File: config.mk
export PLATFORM = sky130hd
export DESIGN_NAME = header_length_xor_frame_receiver_flat
export DESIGN_NICKNAME = d
export VERILOG_FILES = /design/src/sv/hlxfr_pkg.sv /design/src/sv/hlxfr_byte_if.sv /design/src/sv/hlxfr_result_if.sv /design/src/sv/header_length_xor_frame_receiver.sv /design/src/flat_wrapper.sv
export SDC_FILE = /design/constraint.sdc
export NUM_CORES = 1
export LEC_CHECK = 0
export BUFFER_PORTS_ARGS = -buffer_cell sky130_fd_sc_hd__buf_2
export CAP_MARGIN = 20
export CELL_PAD_IN_SITES_DETAIL_PLACEMENT = 1
export CELL_PAD_IN_SITES_GLOBAL_PLACEMENT = 2
export CORE_ASPECT_RATIO = 0.75
export CORE_MARGIN = 5
export CORE_UTILIZATION = 37
export DETAILED_ROUTE_END_ITERATION = 7
export PLACE_DENSITY = 0.85
export SYNTH_ARGS = -nofsm -noshare
export SYNTH_HDL_FRONTEND = slang
export SYNTH_SLANG_ARGS = --single-unit
File: constraint.sdc
create_clock -name clk_i -period 3 [get_ports clk_i]
set_input_delay 0.45 -clock clk_i [delete_from_list [all_inputs] [get_ports clk_i]]
set_output_delay 0.45 -clock clk_i [all_outputs]
set_load 0.02 [all_outputs]
File: src/sv/hlxfr_pkg.sv
// package with frame constants, result codes and phase type for the frame receiver
`default_nettype none

package hlxfr_pkg;

  // field widths
  localparam int unsigned ByteW = 8;
  localparam int unsigned KindW = 2;

  // header, separator characters
  localparam logic [ByteW-1:0] CH_U     = 8'h55;
  localparam logic [ByteW-1:0] CH_N     = 8'h4E;
  localparam logic [ByteW-1:0] CH_E     = 8'h45;
  localparam logic [ByteW-1:0] CH_R     = 8'h52;
  localparam logic [ByteW-1:0] CH_COLON = 8'h3A;

  // checksum seed: header and colon folded together
  localparam logic [ByteW-1:0] HDR_XOR = CH_U ^ CH_N ^ CH_E ^ CH_R ^ CH_COLON;

  // result kind codes
  localparam logic [KindW-1:0] KIND_PAYLOAD = 2'd0;
  localparam logic [KindW-1:0] KIND_GOOD    = 2'd1;
  localparam logic [KindW-1:0] KIND_BAD     = 2'd2;

  // receive phase, one-hot
  typedef enum logic [6:0] {
    PH_HUNT    = 7'b000_0001,
    PH_WANT_N  = 7'b000_0010,
    PH_WANT_E  = 7'b000_0100,
    PH_WANT_R  = 7'b000_1000,
    PH_WANT_LEN = 7'b001_0000,
    PH_WANT_COL = 7'b010_0000,
    PH_PAYLOAD = 7'b100_0000
  } phase_e;

endpackage

`default_nettype wire

File: src/sv/hlxfr_byte_if.sv
// valid/ready channel carrying one received byte
`default_nettype none

interface hlxfr_byte_if;
  logic                          valid;
  logic                          ready;
  logic [hlxfr_pkg::ByteW-1:0]   rx_byte;

  modport source (output valid, output rx_byte, input ready);
  modport sink   (input valid, input rx_byte, output ready);
endinterface

`default_nettype wire

File: src/sv/hlxfr_result_if.sv
// valid/ready channel carrying one frame result
`default_nettype none

interface hlxfr_result_if;
  logic                          valid;
  logic                          ready;
  logic [hlxfr_pkg::KindW-1:0]   kind;
  logic [hlxfr_pkg::ByteW-1:0]   data;
  logic [hlxfr_pkg::ByteW-1:0]   position;

  modport source (output valid, output kind, output data, output position, input ready);
  modport sink   (input valid, input kind, input data, input position, output ready);
endinterface

`default_nettype wire

File: src/sv/header_length_xor_frame_receiver.sv
// top level: header, length and xor checksum frame receiver
//
//  channel  | dir | payload                 | notes
//  ---------+-----+-------------------------+-----------------------------------
//  rx_i     | in  | rx_byte[7:0]            | one serial byte per transfer
//  res_o    | out | kind, data, position    | payload byte or end-of-frame verdict
//
// one byte per cycle unless stalled; phase and result register update in the same cycle
// a result appears on res_o in the cycle after the byte that causes it
// rx_i.ready drops only while a result waits in the output register and res_o is stalled
// asynchronous active-low reset returns the receiver to hunting with empty output
`default_nettype none

module header_length_xor_frame_receiver (
  input  wire logic            clk_i,
  input  wire logic            rst_ni,
  hlxfr_byte_if.sink           rx_i,
  hlxfr_result_if.source       res_o
);

  hlxfr_pkg::phase_e                phase_q, phase_d;
  logic [hlxfr_pkg::ByteW-1:0]      remaining_q, remaining_d;
  logic [hlxfr_pkg::ByteW-1:0]      xor_q, xor_d;
  logic [hlxfr_pkg::ByteW-1:0]      pos_q, pos_d;

  logic                             res_valid_q, res_valid_d;
  logic [hlxfr_pkg::KindW-1:0]      res_kind_q, res_kind_d;
  logic [hlxfr_pkg::ByteW-1:0]      res_data_q;
  logic [hlxfr_pkg::ByteW-1:0]      res_pos_q, res_pos_d;
  logic                             res_load;

  logic                             in_xfer;
  logic [hlxfr_pkg::ByteW-1:0]      b;
  logic [hlxfr_pkg::ByteW-1:0]      rem_dec;
  hlxfr_pkg::phase_e                hunt_phase;

  // accept whenever the output register is free or being drained
  assign rx_i.ready = !res_valid_q || res_o.ready;
  assign in_xfer    = rx_i.valid && rx_i.ready;
  assign b          = rx_i.rx_byte;
  assign rem_dec    = remaining_q - 8'd1;

  // a mismatching byte is re-examined as a possible frame start
  assign hunt_phase = (b == hlxfr_pkg::CH_U) ? hlxfr_pkg::PH_WANT_N : hlxfr_pkg::PH_HUNT;

  // phase sequencing and result generation
  always_comb begin
    phase_d     = phase_q;
    remaining_d = remaining_q;
    xor_d       = xor_q;
    pos_d       = pos_q;
    res_load    = 1'b0;
    res_kind_d  = hlxfr_pkg::KIND_PAYLOAD;
    res_pos_d   = pos_q;
    if (in_xfer) begin
      case (phase_q)
        hlxfr_pkg::PH_HUNT: begin
          phase_d = hunt_phase;
        end
        hlxfr_pkg::PH_WANT_N: begin
          phase_d = (b == hlxfr_pkg::CH_N) ? hlxfr_pkg::PH_WANT_E : hunt_phase;
        end
        hlxfr_pkg::PH_WANT_E: begin
          phase_d = (b == hlxfr_pkg::CH_E) ? hlxfr_pkg::PH_WANT_R : hunt_phase;
        end
        hlxfr_pkg::PH_WANT_R: begin
          phase_d = (b == hlxfr_pkg::CH_R) ? hlxfr_pkg::PH_WANT_LEN : hunt_phase;
        end
        hlxfr_pkg::PH_WANT_LEN: begin
          remaining_d = b;
          phase_d     = hlxfr_pkg::PH_WANT_COL;
        end
        hlxfr_pkg::PH_WANT_COL: begin
          if (b == hlxfr_pkg::CH_COLON) begin
            phase_d = hlxfr_pkg::PH_PAYLOAD;
            pos_d   = '0;
            xor_d   = hlxfr_pkg::HDR_XOR ^ remaining_q;
          end else begin
            phase_d = hunt_phase;
          end
        end
        hlxfr_pkg::PH_PAYLOAD: begin
          remaining_d = rem_dec;
          res_load    = 1'b1;
          if (rem_dec != '0) begin
            res_kind_d = hlxfr_pkg::KIND_PAYLOAD;
            pos_d      = pos_q + 8'd1;
            xor_d      = xor_q ^ b;
          end else begin
            // last byte is the checksum
            res_kind_d = (xor_q == b) ? hlxfr_pkg::KIND_GOOD : hlxfr_pkg::KIND_BAD;
            phase_d    = hlxfr_pkg::PH_HUNT;
          end
        end
        default: begin
          phase_d = hunt_phase;
        end
      endcase
    end
  end

  // output valid: set on a new result, cleared once transferred
  always_comb begin
    if (res_load) begin
      res_valid_d = 1'b1;
    end else if (res_o.ready) begin
      res_valid_d = 1'b0;
    end else begin
      res_valid_d = res_valid_q;
    end
  end

  // control state
  always_ff @(posedge clk_i or negedge rst_ni) begin
    if (!rst_ni) begin
      phase_q     <= hlxfr_pkg::PH_HUNT;
      remaining_q <= '0;
      xor_q       <= '0;
      pos_q       <= '0;
      res_valid_q <= 1'b0;
    end else begin
      phase_q     <= phase_d;
      remaining_q <= remaining_d;
      xor_q       <= xor_d;
      pos_q       <= pos_d;
      res_valid_q <= res_valid_d;
    end
  end

  // result payload register
  always_ff @(posedge clk_i) begin
    if (res_load) begin
      res_kind_q <= res_kind_d;
      res_data_q <= b;
      res_pos_q  <= res_pos_d;
    end
  end

  assign res_o.valid    = res_valid_q;
  assign res_o.kind     = res_kind_q;
  assign res_o.data     = res_data_q;
  assign res_o.position = res_pos_q;

`ifndef SYNTHESIS
  // the checksum byte ends the frame with a verdict and returns to hunting
  a_frame_end: assert property (@(posedge clk_i) disable iff (!rst_ni)
    (in_xfer && (phase_q == hlxfr_pkg::PH_PAYLOAD) && (remaining_q == 8'd1)) |=>
    (res_valid_q && (res_kind_q != hlxfr_pkg::KIND_PAYLOAD) &&
     (phase_q == hlxfr_pkg::PH_HUNT)))
    else $error("checksum byte did not end the frame");

  // a length byte always leads to waiting for the colon
  a_len_to_colon: assert property (@(posedge clk_i) disable iff (!rst_ni)
    (in_xfer && (phase_q == hlxfr_pkg::PH_WANT_LEN)) |=>
    (phase_q == hlxfr_pkg::PH_WANT_COL))
    else $error("length byte not followed by colon phase");

  // outside a frame body no result is produced
  a_no_result_outside: assert property (@(posedge clk_i) disable iff (!rst_ni)
    (in_xfer && (phase_q != hlxfr_pkg::PH_PAYLOAD) && res_o.ready) |=> !res_valid_q)
    else $error("result produced outside payload phase");

  // only defined kind codes leave the block
  a_kind_code: assert property (@(posedge clk_i) disable iff (!rst_ni)
    res_valid_q |-> (res_kind_q == hlxfr_pkg::KIND_PAYLOAD ||
                     res_kind_q == hlxfr_pkg::KIND_GOOD ||
                     res_kind_q == hlxfr_pkg::KIND_BAD))
    else $error("undefined result kind");
`endif

endmodule

`default_nettype wire
File: src/flat_wrapper.sv
// flat-port wrapper written by rule: the top's interface ports become plain ports
module header_length_xor_frame_receiver_flat 
  (clk_i, rst_ni, rx_i_valid, rx_i_rx_byte, rx_i_ready, res_o_valid, res_o_kind, res_o_data, res_o_position, res_o_ready);
  hlxfr_byte_if rx_i_i ();
  hlxfr_result_if res_o_i ();
  input  wire logic clk_i;
  input  wire logic rst_ni;
  input wire logic [$bits(rx_i_i.valid)-1:0] rx_i_valid;
  input wire logic [$bits(rx_i_i.rx_byte)-1:0] rx_i_rx_byte;
  output wire logic [$bits(rx_i_i.ready)-1:0] rx_i_ready;
  output wire logic [$bits(res_o_i.valid)-1:0] res_o_valid;
  output wire logic [$bits(res_o_i.kind)-1:0] res_o_kind;
  output wire logic [$bits(res_o_i.data)-1:0] res_o_data;
  output wire logic [$bits(res_o_i.position)-1:0] res_o_position;
  input wire logic [$bits(res_o_i.ready)-1:0] res_o_ready;
  assign rx_i_i.valid = rx_i_valid;
  assign rx_i_i.rx_byte = rx_i_rx_byte;
  assign rx_i_ready = rx_i_i.ready;
  assign res_o_valid = res_o_i.valid;
  assign res_o_kind = res_o_i.kind;
  assign res_o_data = res_o_i.data;
  assign res_o_position = res_o_i.position;
  assign res_o_i.ready = res_o_ready;
  header_length_xor_frame_receiver u_core (.clk_i(clk_i), .rst_ni(rst_ni), .rx_i(rx_i_i), .res_o(res_o_i));
endmodule
# Word-level counts from Yosys, hierarchy flattened
# Cells that the tools add are included.
word_totals:
  elab_cells: 59
  in_bits: 12
  ff_bits: 50
  output_inout_bits: 20
classes:
  muxes: 19
  bitwise_logic: 4
  reduce_logical: 11
  add_sub_neg: 2
  eq_ne: 15
op_table:
  columns: ["operator", "count"]
  rows:
  - ["one-hot mux 8 bit (2 select lines)", 3]
  - ["one-hot mux 7 bit (6 select lines)", 1]
  - ["two-way mux 7 bit", 5]
  - ["== test 8 x 7 -> 1 bit (second input constant)", 4]
  - ["two-way mux 8 bit", 4]
  - ["adder 8 x 1 -> 8 bit (second input constant)", 1]
  - ["== test 8 x 6 -> 1 bit (second input constant)", 1]
  - ["== test 8 bit", 1]
  - ["nonzero test 8 bit", 1]
  - ["subtractor 8 x 1 -> 8 bit (second input constant)", 1]
  - ["XOR 8 bit", 1]
  - ["== test 7 x 2 -> 1 bit (second input constant)", 1]
  - ["== test 7 x 3 -> 1 bit (second input constant)", 1]
  - ["== test 7 x 4 -> 1 bit (second input constant)", 1]
  - ["== test 7 x 5 -> 1 bit (second input constant)", 1]
  - ["== test 7 x 6 -> 1 bit (second input constant)", 1]
  - ["== test 7 bit (second input constant)", 1]
  - ["nonzero test 2 bit", 3]
  - ["two-way mux 1 bit", 4]
  - ["two-way mux 2 bit", 2]
  - ["!= test 2 x 1 -> 1 bit (second input constant)", 2]
  - ["NOT 4 bit", 1]
  - ["AND reduction 2 bit", 2]
  - ["AND reduction 4 bit", 1]
  - ["other kinds (6)", 7]

# Logic depth before layout (Yosys ltp)
logic_depth:
  word_depth: 5
  ltp_mapped: 9
  depth_no_buf: 8

# Worst setup path after synthesis
# No wires, ideal clock.
synth_path:
  kind: "reg2reg"
  startpoint: "reg u_core.remaining_q[0] (netlist bit)"
  endpoint: "reg u_core.pos_q[7] (netlist bit)"
  t_arrival_ns: 2.329
  path_slack_ns: 0.553
  required_ns: 2.882
  stages_incl_launch_ff: 9
  synth_period_minus_slack_ns: 2.447
  n_path_buf: 0
  setup_time_ns: 0.118
  path_cell_list: "dfrtp_1 > inv_1 > ha_1 > or3b_4 > o31a_1 > o41ai_4 > a2111oi_0 > xor2_1 > and2b_1"
synth_between:
  elab_chain_cells: 4
synth_rtl:
  columns: ["item", "line_no", "text"]
  rows:
  - ["start: declaration", "header_length_xor_frame_receiver.sv:22", "logic [hlxfr_pkg::ByteW-1:0] remaining_q, remaining_d;"]
  - ["start signal: assignment", "header_length_xor_frame_receiver.sv:123", "remaining_q <= remaining_d;"]
  - ["subtractor 8 x 1 -> 8 bit", "header_length_xor_frame_receiver.sv:41", "assign rem_dec = remaining_q - 8'd1;"]
  - ["nonzero test 8 bit", "header_length_xor_frame_receiver.sv:85", "if (rem_dec != '0) begin"]
  - ["!= test 2 x 1 -> 1 bit (no line)", null, null]
  - ["AND reduction 4 bit (no line)", null, null]
  - ["end signal: assignment", "header_length_xor_frame_receiver.sv:125", "pos_q <= pos_d;"]
  - ["end: declaration", "header_length_xor_frame_receiver.sv:24", "logic [hlxfr_pkg::ByteW-1:0] pos_q, pos_d;"]
# No other way between the ends.
# A chain may end at the register's enable or synchronous reset.

# Worst setup path in the final report
layout_path:
  startpoint: "reg u_core.remaining_q[1] (netlist bit)"
  endpoint: "reg u_core.pos_q[7] (netlist bit)"
# The elaborated chain is that of the path after synthesis.

==> flow_summary.yaml <==
status:
  status: "complete, no violations"
power_and_ir_drop:
  power_frac_seq_pct: 58.7
  p_sw_mw: 0.311
  p_int_mw: 0.902
  ir_worst_vdd_mv: 0.194
  p_comb_share_pct: 6.3
  switching_share_pct: 25.7
  p_leak_nw: 1.27
  p_total_mw: 1.21
  power_density_mw_per_mm2: 389
  clock_power_share_pct: 35.0
clock_network:
  htree_levels: 2
  post_cts_buffers: 0
  root_buffer: "clkbuf_8"
  numCtsBuffers: 5
  cts_hold_buf: 0
  clk_path_buf_depth: 2
  cts_sinks: 50
  cts_tree: "yes"
  cts.clk_slew.worst_paths_ns: 0.11
  insertion_delay_ns: 0.32
  ctsResizeCount: 0
timing:
  tns_ns: 0
  relSlewSlack_pct: 46.7
  clock.fmax_ghz: 0.369
  slew_violations: 0
  min_period_over_period_pct: 90.4
  finClkSkew_ns: 0.0114
  finalCriticalPeriod_ns: 2.71
  worst_pin_slew_ns: 0.800
  hold_viol: 0
  setup_viol: 0
  rsz0062_at_grt: "false"
floorplan:
  die_w_um: 109
  ios: 32
  initial_core_util_pct: 37.5
  die_h_um: 84.1
  row_count: 27
  core_mm2: 0.00723
  die-area_mm2: 0.00915
detailed_routing:
  drc_errors: 0
  num_vias: 2262
  wl_per_cell_um: 18.4
  firstDrtPassIters: 4
  vias_per_cell: 5.49
  ant_nets: 0
  dr.first_iter.drc_count: 72
  drt-total-wl_um: 7580
placed_design:
  port_buffers: 31
  dp_cells: 403
  hpwlAfterDp_um: 5510
  place_area_mm2: 0.00302
  gp_congestion: 0.837
final_layout:
  multi_input_area_mm2: 0.00124
  postLayoutCoreUtil_pct: 43.2
  final_cell_count_no_fill: 412
  drive_gt1_share_pct: 20.9
  regArea_mm2: 0.00134
  final_area_mm2: 0.00312
  antenna_cells: 0
  syn_to_final_growth_pct: 15.2
  num-nets-final: 325
  fillers: 868
  layout.cells.most_common_list: "31 x buf_2, 31 x dfrtp_1, 26 x nand2_1"
worst_setup_path:
  r2r_slack_ns: 0.29
  reg2reg_from: "u_core.remaining_q[1]"
  crit_fanout: 5
  cp.arrival_ns: 2.93
  r2r_cells: 9
  cp-end-kind: "flop"
  start_kind: "flop"
  r2r_end: "u_core.pos_q[7]"
  crit_type: "reg -> reg"
  cp.required_ns: 3.22
global_routing:
  first_global_vias: 2295
  antenna_found_initial: 0
  overflow: 0
  grt_max_degree: 33
  grtUsageTotal_pct: 17.8
  grt_pass1_wl_um: 12500
yosys:
  synthCells: 271
  synthArstFlopShare_pct: 64.0
  syn_nets: 286
  ys_seq_area_share_pct: 49.6
  ys_ff_latch: 50
  ys.flop_type: "dfrtp_1"
  yosysUniqueCellTypes: 57
  synth_edf_count: 18
  syn_avg_cell_area_um2: 9.99
  yosys_warnings: 0
  synth_area_mm2: 0.00271
hold_path:
  hp-class: "in -> async"
job:
  cap_violations: 0
## synth_stat cells (all sizes together) (3+ instances only)
cell    number  area [um^2]
nor2b        4         25.0
ha           3         37.5
dfrtp       31          776
and2         4         26.3
a21oi       16         80.1
nand2       26         97.6
o31ai        4         30.0
o21ai       22          114
xor2         8         70.1
o22ai        4         25.0
nand4        4         25.0
nor3         3         20.0
nor2        18         67.6
inv         15         56.3
nor4         6         58.8
a22oi        8         60.1
nor4b        3         26.3
and3         4         25.0
or3          3         18.8
nand4b       4         35.0
edfxtp      18          541
nand3       12         60.1
clkbuf      11         43.8
xnor2        5         43.8
## routing by layer
metal  vias to the layer above  GRT usage (%)  part of all wire (%)
li1                       1075              -                     -
met1                      1132           24.6                    47
met2                        46           28.4                    47
met3                         9           3.09                   3.9
met4                         0           5.39                   1.6
met5                         -              0                     0
## logic make-up (layout without fill, tap and decap cells)
kind of cell	count (synthesis)	in the layout	synth area share, %
XOR/XNOR	13	13	4.21
adder cells (fa/ha/maj)	3	3	1.39
AND/OR/NAND/NOR	103	103	21.8
multiplexers	1	1	0.416
AO/OA/AOI/OAI	73	73	18.1
flip-flops	50	50	49.6
buffers and inverters	28	68	4.53
## area by class of cell
| type | instances | area share [%] |
|---|---|---|
| clock inverters | 3 | 0.762 |
| repair buffers | 45 | 8.34 |
| inverters | 15 | 1.80 |
| multi-input cells | 193 | 39.8 |
| clock buffers | 5 | 2.21 |
| flip-flops and latches | 50 | 43.0 |
| well taps | 101 | 4.05 |
## how the worst max path moves through the flow
stage | from | endpoint | cells past startpoint
6_report | u_core.remaining_q[1] | u_core.pos_q[7] | 9
4_1_cts | u_core.remaining_q[1] | u_core.xor_q[2] | 8
3_3_place_gp | u_core.remaining_q[1] | u_core.xor_q[2] | 8
2_1_floorplan | u_core.remaining_q[0] | u_core.pos_q[7] | 8
3_5_place_dp | u_core.remaining_q[1] | u_core.xor_q[2] | 8
5_1_grt | u_core.remaining_q[1] | u_core.pos_q[7] | 9
## power by group through the flow
stage               logic [mW]  clock network [mW]  registers (mW)
detailed placement      0.0777                   0           0.726
floorplan               0.0335                   0           0.725
global placement        0.0766                   0           0.726
CTS                     0.0778               0.436           0.712
finish                  0.0769               0.425           0.712
global route            0.0854               0.462           0.713
## flip-flops by register name (all words and copies together), names as in the netlist
signal                 flops
u_core.pos_q               8
u_core.remaining_q         8
u_core.phase_q             7
u_core.res_o.data          8
u_core.res_o.kind          2
u_core.res_o.position      8
u_core.res_o.valid         1
u_core.xor_q               8
## per-stage QoR
| stage | setup WS (ns) | hold WS [ns] |
|---|---|---|
| 5_1_grt | 0.128 | 0.279 |
| 3_3_place_gp | 0.216 | 0.466 |
| 6_report | 0.287 | 0.206 |
| 4_1_cts | 0.0752 | 0.247 |
| 2_1_floorplan | 0.553 | 0.154 |
| 3_5_place_dp | 0.119 | 0.481 |
## critical path, stage by stage (launching register included)
cell and delay [ns]:
dfrtp_1 0.41, inv_1 0.10, ha_1 0.22, or3b_4 0.43, nor4_4 0.26, o41ai_4 0.15, buf_4 0.19, a2111oi_0 0.55
xor2_1 0.12, and2b_1 0.19
Note: power is estimated with default switching activity, not from simulation.
